`src/rtl/core/rfe_pkg.sv`:
```
package rfe_pkg;

	// Fixed point format of every value: signed, 32 bits, 16 of them fraction.
	localparam int DW = 32;
	localparam int FB = 16;
	localparam int NUM_KNOTS = 7;

	// Item operations.
	localparam logic OP_EVAL  = 1'b0;
	localparam logic OP_WRITE = 1'b1;

	// Evaluation modes as held in the mode register.
	localparam logic [2:0] MODE_PASS   = 3'd0;
	localparam logic [2:0] MODE_UNIT   = 3'd1;
	localparam logic [2:0] MODE_LINEAR = 3'd2;
	localparam logic [2:0] MODE_PARAB  = 3'd3;
	localparam logic [2:0] MODE_KNOTS  = 3'd4;

	// Work kinds handed from the front to the back.
	localparam logic [2:0] KIND_PASS   = 3'd0;
	localparam logic [2:0] KIND_UNIT   = 3'd1;
	localparam logic [2:0] KIND_LINEAR = 3'd2;
	localparam logic [2:0] KIND_PARAB  = 3'd3;
	localparam logic [2:0] KIND_KNOTS  = 3'd4;

	// Result status codes.
	localparam logic [1:0] ST_OK  = 2'd0;
	localparam logic [1:0] ST_SAT = 2'd1;
	localparam logic [1:0] ST_ZW  = 2'd2;

	// Register indexes on the configuration port.
	localparam logic [2:0] REG_EVAL_MODE   = 3'd0;
	localparam logic [2:0] REG_GATE_ENABLE = 3'd1;
	localparam logic [2:0] REG_COEF_A      = 3'd2;
	localparam logic [2:0] REG_COEF_B      = 3'd3;
	localparam logic [2:0] REG_COEF_C      = 3'd4;

	localparam logic signed [31:0] UNIT_VAL = 32'sd65536;

	typedef struct packed {
		logic [2:0]        eval_mode;
		logic              gate_enable;
		logic signed [31:0] coef_a;
		logic signed [31:0] coef_b;
		logic signed [31:0] coef_c;
	} rfe_cfg_t;

	typedef struct packed {
		logic [2:0]         kind;
		logic signed [32:0] d;
		logic signed [31:0] x1;
		logic signed [31:0] y1;
		logic signed [31:0] x2;
		logic signed [31:0] y2;
	} rfe_entry_t;

endpackage

```
`src/rtl/core/rfe_queue.sv`:
```
module rfe_queue #(
	parameter int DEPTH = 4
) (
	input  logic                clk,
	input  logic                arst_n,
	input  logic                push,
	input  rfe_pkg::rfe_entry_t wr_data,
	output logic                full,
	input  logic                pop,
	output logic                not_empty,
	output rfe_pkg::rfe_entry_t rd_data
);

	localparam int AW = $clog2(DEPTH);
	localparam int CW = $clog2(DEPTH + 1);

	rfe_pkg::rfe_entry_t mem_q [0:DEPTH-1];
	logic [AW-1:0] wr_ptr_q;
	logic [AW-1:0] rd_ptr_q;
	logic [CW-1:0] count_q;

	assign full      = count_q == CW'(DEPTH);
	assign not_empty = count_q != '0;
	assign rd_data   = mem_q[rd_ptr_q];

	always_ff @(posedge clk) begin
		if (push) begin
			mem_q[wr_ptr_q] <= wr_data;
		end
	end

	always_ff @(posedge clk or negedge arst_n) begin
		if (!arst_n) begin
			wr_ptr_q <= '0;
			rd_ptr_q <= '0;
			count_q  <= '0;
		end else begin
			if (push) begin
				wr_ptr_q <= (wr_ptr_q == AW'(DEPTH - 1)) ? '0 : wr_ptr_q + 1'b1;
			end
			if (pop) begin
				rd_ptr_q <= (rd_ptr_q == AW'(DEPTH - 1)) ? '0 : rd_ptr_q + 1'b1;
			end
			if (push && !pop) begin
				count_q <= count_q + 1'b1;
			end else if (pop && !push) begin
				count_q <= count_q - 1'b1;
			end
		end
	end

endmodule

```
`config.mk`:
```
export PLATFORM = sky130hd
export DESIGN_NAME = rfe_queue
export DESIGN_NICKNAME = d
export VERILOG_FILES = /design/src/rtl/core/rfe_pkg.sv /design/src/rtl/core/rfe_queue.sv
export SDC_FILE = /design/constraint.sdc
export NUM_CORES = 1
export LEC_CHECK = 0
export ABC_CLOCK_PERIOD_IN_PS = 14400
export BUFFER_PORTS_ARGS = -buffer_cell sky130_fd_sc_hd__buf_4
export CAP_MARGIN = 10
export CORE_MARGIN = 8
export CORE_UTILIZATION = 40
export CTS_CLUSTER_DIAMETER = 60
export DETAILED_ROUTE_END_ITERATION = 6
export SLEW_MARGIN = 25
export SYNTH_ARGS = -nofsm -noshare
export SYNTH_HDL_FRONTEND = slang
export SYNTH_SLANG_ARGS = --single-unit
```
`constraint.sdc`:
```
create_clock -name clk -period 14.4 [get_ports clk]
set_input_delay 1.44 -clock clk [delete_from_list [all_inputs] [get_ports clk]]
set_output_delay 1.44 -clock clk [all_outputs]
set_load 0.005 [all_outputs]
```
==> implementation parameters <==
Parameter                              Value

Synthesis
  Post-synthesis cell type with the largest combined area ... sky130_fd_sc_hd__edfxtp_1
  Number of enable-type register cells in the synthesized netlist ... 656
  Cell count after synthesis ... 894
  Most common library cells after synthesis ... sky130_fd_sc_hd__edfxtp_1 (656), sky130_fd_sc_hd__mux4_2 (164), sky130_fd_sc_hd__buf_2 (17), sky130_fd_sc_hd__buf_6 (16), sky130_fd_sc_hd__dfrtp_1 (7)
  Number of storage elements in the synthesis netlist ... 663
  Cell Area, Synth ... approximately 0.024 mm2
  Syn Nets ... 1069
  Area fraction of the dominant cell type after synthesis ... 0.817
  Most used DFF post-synth ... sky130_fd_sc_hd__edfxtp_1
  Proportion of register bits with asynchronous set or reset after synthesis ... 0.0106
  Top post-synthesis cells by area ... sky130_fd_sc_hd__edfxtp_1 (82%), sky130_fd_sc_hd__mux4_2 (15%), sky130_fd_sc_hd__buf_6 (0.75%), sky130_fd_sc_hd__dfrtp_1 (0.73%), sky130_fd_sc_hd__buf_2 (0.35%)
  Syn. warnings ... 0
  Dominant cell by count in the synthesized netlist ... sky130_fd_sc_hd__edfxtp_1
  Synthesized area per cell ... 27.0 um2
  Sequential share of the synthesized area ... 0.825
  Yosys cell types ... 21

Drt
  Length of routed met2 wiring ... 24600 um
  Residual DRC ... 0
  Routed met3 length ... 4520 um
  Drt first-iter violations ... 546
  Uppermost routed layer ... met5
  Number of iterations in the first detailed-routing pass ... 4
  WL final ... just over 50000 um
  Vias per cell ... a little over 5
  Final ANT Viol Nets ... 0
  Routed len/inst ... 23.9 um
  Met1 Wirelength ... 20300 um
  DR vias ... 10700

Critical path
  Start of the worst register-to-register path ... wr_ptr_q[0]$_DFFE_PN0P_
  Arrival time at the worst endpoint ... 3520 ps
  Crit-path max FO ... 49
  Required time of the critical path ... around 13000 ps
  RR Endpoint ... mem_q[0][146]$_DFFE_PP_
  Setup CP Type ... reg2out
  Endpoint kind of the worst setup timing path ... output pin
  Startpoint type of the worst setup path ... flip-flop
  R2r worst-path depth ... 4
  CP startpoint ... rd_ptr_q[0]$_DFFE_PN0P_
  Register-to-register setup slack ... between 10000 and 15000 ps

Floorplanning
  Floorplan Core Area ... 0.0600 mm2
  Vert. Die Dim ... about 260 um
  DIE AREA ... 0.0684 mm2
  Starting Density ... 0.402
  I/O pins ... 334
  Row count ... 90
  Die outline width ... 261 um

GRT
  Number of antenna violations at the first check in global routing ... 6
  Wire length of the first global-routing pass ... 74500 um
  Via count of the first global-routing pass ... about 12000
  Pin count of the biggest net entering global routing ... 66
  Grt total ovfl ... 0
  Global-route total usage across every layer ... 0.147

Clocking
  Longest Clk Path Bufs ... 3
  CTS sink count ... 663
  Clock tree from TritonCTS ... done
  Clock-pin transition on the worst setup and hold timing paths ... 60 ps
  CTS buffer count ... 69
  Post-cts gate resize count ... 0
  Clk Latency, worst-skew pair ... 600 ps
  Postcts setup bufs ... 0
  H-tree levels ... 3
  CTS Hold Buffers Added ... 0
  Cell chosen for the clock root ... sky130_fd_sc_hd__clkbuf_16

STA
  Crit path time final ... just under 5000 ps
  Max-slew violation total from the final report ... 0
  Final worst path period share ... 0.344
  Slew @ Worst Pin ... 1040 ps
  Unrepaired setup endpoints after global routing ... false
  Max Freq ... 202 MHz
  # setup viols final ... 0
  Final total negative setup slack ... 0 ps
  Final hold viol count ... 0
  Worst relative slew slack ... 0.309
  Post-Route Skew ... 29.5 ps

Run status
  Status ... complete, no violations

Finish
  Layout cell share with drive strength beyond 1 ... 0.460
  Synth-to-layout area growth ... 22.7%
  Number of filler cells placed in the layout ... 4804
  Net count reported at finish ... approximately 1500
  Share of the core filled with cells in the final layout ... 0.493
  Fin area ... 0.0296 mm2

Hold path
  Cell count of the worst hold path ... 1
  Origin of the worst min-delay path ... count_q[2]$_DFFE_PN0P_
  Hold EP ... count_q[2]$_DFFE_PN0P_
  Class of the most critical hold timing path ... reg2reg

Power
  Seq pwr share ... 0.438
  Maximum ir drop on the vdd rail ... ~0.00012 V
  Clock Power Share ... 0.284
  Power spent charging and discharging nets ... 1580 uW
  Pwr dens ... 199 mW/mm2
  Share of total power consumed by net switching ... 0.267
  Leakage power figure ... around 0.01 uW
  Cell internal pwr ... approximately 4300 uW
  Part of the power in combinational logic ... 0.277

Placement
  # port buffers ... approximately 330
  Estimated wirelength of the detail-placed design ... 30300 um
  Cell area after placement ... 0.0274 mm2
  Routability cong. ... 0.709

Job
  Maximum Capacitance Violations ... 0
==> worst max-delay path, stage by stage, from the launching register on <==
cell	delay, ps
sky130_fd_sc_hd__dfrtp_4	800
sky130_fd_sc_hd__buf_6	660
sky130_fd_sc_hd__buf_6	630
sky130_fd_sc_hd__mux4_2	600
sky130_fd_sc_hd__buf_4	170
==> layout by cell type, fill, tap and decap left out, drive strengths merged, types with 4 or more instances in the layout <==
cell type and instances:
edfxtp 656, and2 4, clkbuf 89, dfrtp 7
ha 6, mux4 164, bufinv 4, clkinv 26
inv 7, buf 347
==> cell type report <==
type / instances / area, um2 / share of cell area
sequential: 663 / 19900 / 0.672
multi-input combinational: 190 / 3930 / 0.133
timing repair buffer: 347 / 2640 / 0.0891
clock buffer: 89 / 1840 / 0.0623
tap: 782 / 978 / 0.0331
clock inverter: 34 / 292 / 0.00986
inverter: 4 / 15.0 / 0.000508
antenna: 3 / 7.51 / 0.000254
==> how the worst max path moves through the flow <==
stage                            endpoint  slack [ps]  cells after the start
detailed placement           rd_data[144]        9580                      4
finish                       rd_data[144]        9440                      4
global placement               rd_data[4]        9270                      4
CTS                          rd_data[144]        8910                      4
floorplan           mem_q[2][0]$_DFFE_PP_        8680                      1
global route                 rd_data[144]        9070                      4
==> sequential cells by signal, summed over array words and instances, names as in the netlist <==
signal    cells
rd_ptr_q      2
count_q       3
mem_q       656
wr_ptr_q      2
==> routing by layer <==
layer | global-route usage | vias up
li1 | - | 4657
met1 | 0.185 | 5617
met3 | 0.0573 | 73
met4 | 0.0441 | 8
met5 | 0 | -
met2 | 0.236 | 312
==> power groups by stage <==
| stage | Clock (uW) | Sequential (uW) | Combinational [uW] |
|---|---|---|---|
| floorplan | 0 | 2610 | 953 |
| global placement | 0 | 2620 | 1690 |
| detailed placement | 0 | 2640 | 1690 |
| CTS | 1740 | 2600 | 1700 |
| global route | 1800 | 2620 | 1770 |
| finish | 1680 | 2590 | 1640 |
==> metrics by stage <==
step                      hold slack, ps  cells  worst slack, ps  total power [uW]
after detailed placement             480   1985             9580              4330
after CTS                            489   2108             8910              6030
after global placement               466   1985             9270              4310
final                                486   2112             9440              5900
after floorplan                      449    894             8680              3560
after global routing                 533   2109             9070              6190
==> logic make-up (layout without fill, tap and decap cells) <==
| logic type | Yosys count | in the layout | share of synthesized area |
|---|---|---|---|
| flops | 663 | 663 | 0.825 |
| mux | 167 | 167 | 0.155 |
| buf+inv | 41 | 474 | 0.0129 |
| simple gates | 11 | 11 | 0.00239 |
| fa+ha+maj | 7 | 7 | 0.00395 |
| xor+xnor | 3 | 3 | 0.00109 |
| compound gates | 2 | 2 | 0.000415 |
| other cells | 0 | 3 | 0 |
Note: power is estimated with default switching activity, not from simulation.
