[src/rtl/core/rfe_pkg.sv]
package rfe_pkg;

	// Fixed point format of every value: signed, 32 bits, 16 of them fraction.
	localparam int DW = 32;
	localparam int FB = 16;
	localparam int NUM_KNOTS = 7;

	// Item operations.
	localparam logic OP_EVAL  = 1'b0;
	localparam logic OP_WRITE = 1'b1;

	// Evaluation modes as held in the mode register.
	localparam logic [2:0] MODE_PASS   = 3'd0;
	localparam logic [2:0] MODE_UNIT   = 3'd1;
	localparam logic [2:0] MODE_LINEAR = 3'd2;
	localparam logic [2:0] MODE_PARAB  = 3'd3;
	localparam logic [2:0] MODE_KNOTS  = 3'd4;

	// Work kinds handed from the front to the back.
	localparam logic [2:0] KIND_PASS   = 3'd0;
	localparam logic [2:0] KIND_UNIT   = 3'd1;
	localparam logic [2:0] KIND_LINEAR = 3'd2;
	localparam logic [2:0] KIND_PARAB  = 3'd3;
	localparam logic [2:0] KIND_KNOTS  = 3'd4;

	// Result status codes.
	localparam logic [1:0] ST_OK  = 2'd0;
	localparam logic [1:0] ST_SAT = 2'd1;
	localparam logic [1:0] ST_ZW  = 2'd2;

	// Register indexes on the configuration port.
	localparam logic [2:0] REG_EVAL_MODE   = 3'd0;
	localparam logic [2:0] REG_GATE_ENABLE = 3'd1;
	localparam logic [2:0] REG_COEF_A      = 3'd2;
	localparam logic [2:0] REG_COEF_B      = 3'd3;
	localparam logic [2:0] REG_COEF_C      = 3'd4;

	localparam logic signed [31:0] UNIT_VAL = 32'sd65536;

	typedef struct packed {
		logic [2:0]        eval_mode;
		logic              gate_enable;
		logic signed [31:0] coef_a;
		logic signed [31:0] coef_b;
		logic signed [31:0] coef_c;
	} rfe_cfg_t;

	typedef struct packed {
		logic [2:0]         kind;
		logic signed [32:0] d;
		logic signed [31:0] x1;
		logic signed [31:0] y1;
		logic signed [31:0] x2;
		logic signed [31:0] y2;
	} rfe_entry_t;

endpackage

[src/rtl/core/rfe_front.sv]
module rfe_front (
	input  logic                clk,
	input  logic                arst_n,
	input  rfe_pkg::rfe_cfg_t   cfg,
	input  logic                in_valid,
	output logic                in_stall,
	input  logic                op,
	input  logic [2:0]          knot_index,
	input  logic signed [31:0]  knot_x,
	input  logic signed [31:0]  knot_y,
	input  logic signed [31:0]  sample_x,
	input  logic signed [31:0]  center,
	input  logic                in_region,
	input  logic                q_full,
	output logic                q_push,
	output rfe_pkg::rfe_entry_t q_data
);

	logic               valid_s1;
	logic               op_s1;
	logic [2:0]         idx_s1;
	logic signed [31:0] kx_s1;
	logic signed [31:0] ky_s1;
	logic signed [32:0] d_s1;
	logic               region_s1;

	logic signed [31:0] kx_q [0:rfe_pkg::NUM_KNOTS-1];
	logic signed [31:0] ky_q [0:rfe_pkg::NUM_KNOTS-1];

	logic                          go;
	logic                          accept;
	logic [rfe_pkg::NUM_KNOTS-1:0] ge;
	logic [2:0]                    seg;
	logic [2:0]                    seg_nx;
	logic [2:0]                    kind;

	assign go       = (op_s1 == rfe_pkg::OP_WRITE) || !q_full;
	assign in_stall = valid_s1 && !go;
	assign accept   = in_valid && !in_stall;
	assign q_push   = valid_s1 && (op_s1 == rfe_pkg::OP_EVAL) && !q_full;

	always_ff @(posedge clk or negedge arst_n) begin
		if (!arst_n) begin
			valid_s1 <= 1'b0;
		end else if (accept) begin
			valid_s1 <= 1'b1;
		end else if (go) begin
			valid_s1 <= 1'b0;
		end
	end

	always_ff @(posedge clk) begin
		if (accept) begin
			op_s1     <= op;
			idx_s1    <= knot_index;
			kx_s1     <= knot_x;
			ky_s1     <= knot_y;
			d_s1      <= $signed({sample_x[31], sample_x}) - $signed({center[31], center});
			region_s1 <= in_region;
		end
	end

	// Knot writes land as the item leaves this stage, so an evaluation behind
	// it always sees the new knot.
	always_ff @(posedge clk) begin
		if (valid_s1 && op_s1 == rfe_pkg::OP_WRITE &&
		    idx_s1 < 3'(rfe_pkg::NUM_KNOTS)) begin
			kx_q[idx_s1] <= kx_s1;
			ky_q[idx_s1] <= ky_s1;
		end
	end

	always_comb begin
		for (int k = 0; k < rfe_pkg::NUM_KNOTS; k++) begin
			ge[k] = d_s1 >= $signed({kx_q[k][31], kx_q[k]});
		end
	end

	// Inner segments are tried first, then outward, then extrapolation.
	always_comb begin
		priority if (ge[2] && !ge[3]) begin
			seg = 3'd2;
		end else if (ge[3] && !ge[4]) begin
			seg = 3'd3;
		end else if (ge[1] && !ge[2]) begin
			seg = 3'd1;
		end else if (ge[4] && !ge[5]) begin
			seg = 3'd4;
		end else if (ge[0] && !ge[1]) begin
			seg = 3'd0;
		end else if (ge[5] && !ge[6]) begin
			seg = 3'd5;
		end else if (!ge[0]) begin
			seg = 3'd0;
		end else begin
			seg = 3'd5;
		end
	end

	assign seg_nx = seg + 3'd1;

	always_comb begin
		unique case (cfg.eval_mode)
			rfe_pkg::MODE_UNIT:   kind = rfe_pkg::KIND_UNIT;
			rfe_pkg::MODE_LINEAR: kind = rfe_pkg::KIND_LINEAR;
			rfe_pkg::MODE_PARAB:  kind = rfe_pkg::KIND_PARAB;
			rfe_pkg::MODE_KNOTS:  kind = rfe_pkg::KIND_KNOTS;
			default:              kind = rfe_pkg::KIND_PASS;
		endcase
		if (cfg.gate_enable && !region_s1) begin
			kind = rfe_pkg::KIND_PASS;
		end
	end

	always_comb begin
		q_data.kind = kind;
		q_data.d    = d_s1;
		q_data.x1   = kx_q[seg];
		q_data.y1   = ky_q[seg];
		q_data.x2   = kx_q[seg_nx];
		q_data.y2   = ky_q[seg_nx];
	end

endmodule

[config.mk]
export PLATFORM = sky130hd
export DESIGN_NAME = rfe_front
export DESIGN_NICKNAME = d
export VERILOG_FILES = /design/src/rtl/core/rfe_pkg.sv /design/src/rtl/core/rfe_front.sv
export SDC_FILE = /design/constraint.sdc
export NUM_CORES = 1
export LEC_CHECK = 0
export BUFFER_PORTS_ARGS = -buffer_cell sky130_fd_sc_hd__buf_2
export CORE_MARGIN = 1
export CORE_UTILIZATION = 35
export DETAILED_ROUTE_END_ITERATION = 10
export SLEW_MARGIN = 20
export SYNTH_ARGS = -nofsm -noshare
export SYNTH_HDL_FRONTEND = slang
export SYNTH_SLANG_ARGS = --single-unit
[constraint.sdc]
create_clock -name clk -period 7.6 [get_ports clk]
set_clock_uncertainty 0.1 [all_clocks]
set_input_delay 0.38 -clock clk [delete_from_list [all_inputs] [get_ports clk]]
set_output_delay 0.38 -clock clk [all_outputs]
set_load 0.01 [all_outputs]
==> flow_summary.yaml <==
clock_tree:
  cts_resized: 0
  cts_made_buffers: 61
  clk_pin_slew_ns: 0.06
  cts_buffer_depth: 3
  cts_root_buf: "clkbuf_16"
  cts.sinks: 551
  clock_latency_ns: 0.64
  htree_num_levels: 2
  cts_tree: "yes"
floorplanning:
  placementRows: 106
  die_h_microns: 295
  dieWidth_microns: 295
  core-area_sq_um: 84200
  dieArea_sq_um: 86800
  start_util_pct: 35.6
  top_level_ports: 403
finish:
  final_common_cell: "edfxtp_1"
  area_delta_synth_final_pct: 18.9
  final_cell_mix: "edfxtp_1, buf_2, inv_1"
  layout-drive-gt1-share_pct: 16.8
  fillers: 7983
  multi_input_area_sq_um: 12000
  register_area_sq_um: 16500
  nNetsFinal: 3438
synthesis:
  ys_warn_count: 0
  ys_types: 70
  yosysSeqAreaShare_pct: 55.2
  syn_area_per_cell_sq_um: 11.7
  synth_ff_type: "edfxtp_1"
  synth_top_area_share_pct: 55.1
  synthCells: 2565
  syn_nets: 3066
  synthArstFlopShare_pct: 0.181
  synth-edff-count: 550
  synth_area_leaders: "edfxtp_1, ha_1, a21oi_1"
  netlist_area_sq_um: 30000
  ys_ff_latch: 551
  yosysTopAreaCell: "edfxtp_1"
route:
  dr.pass1.iters: 5
  wire_per_inst_microns: 23.6
  vias_per_cell: 5.48
  wl_microns: 97100
  drt_iter0_drc: 1915
  antenna_left: 0
  vias: 22600
  drc_errors: 0
pwr:
  p_leak_nw: 14.3
  peakVddDrop_uv: 274
  total_power_mw: 9.58
  p_per_area_nw_per_um2: 269
global_routing:
  grt_pass1_vias: 22300
  antenna_found_initial: 4
  grt_pass1_wl_microns: 142000
  grt_overflow: 0
  grt_max_degree: 166
  track_usage_pct: 22.0
sta:
  slew_headroom_pct: 21.7
  setup_viol: 0
  fmax_mhz: 147
  finalHoldViolations: 0
  min_period_ns: 6.79
  max_slew.worst_pin.slew_ns: 1.17
  rsz0062_at_grt: "no"
  final_max_slew_viol_count: 0
  tns_ns: 0
  finalCritPeriodShare_pct: 89.4
place:
  gp_congestion: 0.872
  hpwl_microns: 62900
  port_buffers: 306
worst_setup_path:
  critPathMaxFanout: 20
  cp-end-kind: "output port"
  crit_required_ns: 7.12
  crit_type: "reg -> out"
  cp-start-kind: "flip-flop"
  arrival_ns: 6.31
min_path:
  worstHoldPathType: "in -> reg"
status:
  status: "complete, no violations"
run:
  maxCapViolations: 0
## path summary, 6_finish.rpt
check,start,to,cells past startpoint,slack (ns)
max in group asynchronous,arst_n,valid_s1,3,6.81
worst min-delay path,center[1],d_s1[1],3,0.1
worst max register to register,idx_s1[0],kx_q[6][19],3,4.67
worst max-delay path,d_s1[28],q_data[76],15,0.81
worst min register to register,kx_s1[6],kx_q[0][6],0,0.47
min in group asynchronous,arst_n,valid_s1,3,0.49
## synthesized netlist by cell type (all sizes together), types with 15 or more instances
cell,n
a21oi,223
o22ai,34
o221ai,33
nor2,63
mux2i,97
edfxtp,550
xnor2,22
inv,284
a31oi,38
ha,263
o21ai,145
a22oi,64
clkbuf,57
nand4,39
buf,57
nand2b,17
a211oi,15
a32oi,20
a221o,16
a221oi,25
a21o,32
a2bb2oi,18
mux2,45
nand3,22
nand2,232
o211ai,37
## registers in the layout, indices dropped and copies added (netlist names)
register / flops
op_s1: 1
d_s1: 33
idx_s1: 3
ky_s1: 32
valid_s1: 1
kx_q: 224
kx_s1: 32
ky_q: 224
region_s1: 1
## layer usage
layer,part of all wire [%],track usage [%],vias up
met5,0.013,0,-
met4,3.1,7.02,2
met3,7.2,3.15,176
met2,46,35.7,919
met1,43,30.3,11000
li1,-,-,10500
## cells by family (layout without fill, tap and decap cells)
logic type	Yosys count	count (layout)	share of synthesized area, %
buf+inv	398	818	5.35
flops	551	551	55.2
xor+xnor	28	28	0.818
compound gates	742	742	16.0
simple gates	440	440	6.65
other cells	0	1	0
fa+ha+maj	264	264	11.0
mux	142	142	4.93
## per-stage QoR
step | hold slack (ns) | std cells | cell area [sq um] | utilization (%) | setup slack (ns)
floorplan | -0.0156 | 2565 | 30000 | - | 2.00
global placement | 0.0551 | 3934 | 32900 | 39.1 | 1.76
detailed placement | 0.0574 | 3934 | 32900 | 39.1 | 1.62
CTS | 0.0656 | 4119 | 35700 | 42.3 | 0.928
global route | 0.0956 | 4120 | 35700 | 42.3 | 0.669
finish | 0.0996 | 4120 | 35700 | 42.3 | 0.806
## critical path: stages (launching register included)
cell,delay [ns]
edfxtp_1,0.58
ha_1,0.42
nand4_1,0.27
nor4_1,0.85
nand2_1,0.20
a2111oi_0,0.42
o31ai_1,0.16
nand2_1,0.15
a21oi_4,0.16
buf_4,0.32
nor2_4,0.81
buf_4,0.48
mux2_2,0.37
a21oi_1,0.16
a21oi_1,0.10
buf_2,0.19
## final cells by class
| cell class | count | share of cell area [%] |
|---|---|---|
| Sequential cell | 551 | 46.4 |
| Multi-Input combinational cell | 1616 | 33.6 |
| Timing Repair Buffer | 423 | 7.45 |
| Clock buffer | 86 | 4.66 |
| Tap cell | 1134 | 3.98 |
| Inverter | 284 | 2.99 |
| Clock inverter | 25 | 0.916 |
| Antenna cell | 1 | 0.00702 |
## power breakdown
group | switching (mW) | internal (mW)
sequential | 0.143 | 3.46
clock | 1.24 | 1.73
combinational | 1.93 | 1.08
total | 3.32 | 6.27
## timing repair
action,4_1_cts,5_1_grt
endpoints found under the hold margin,72,0
endpoints found under the setup margin,0,0
hold buffers,74,0
buffers inserted,0,0
No activity file was read; power rests on OpenSTA's default activity.
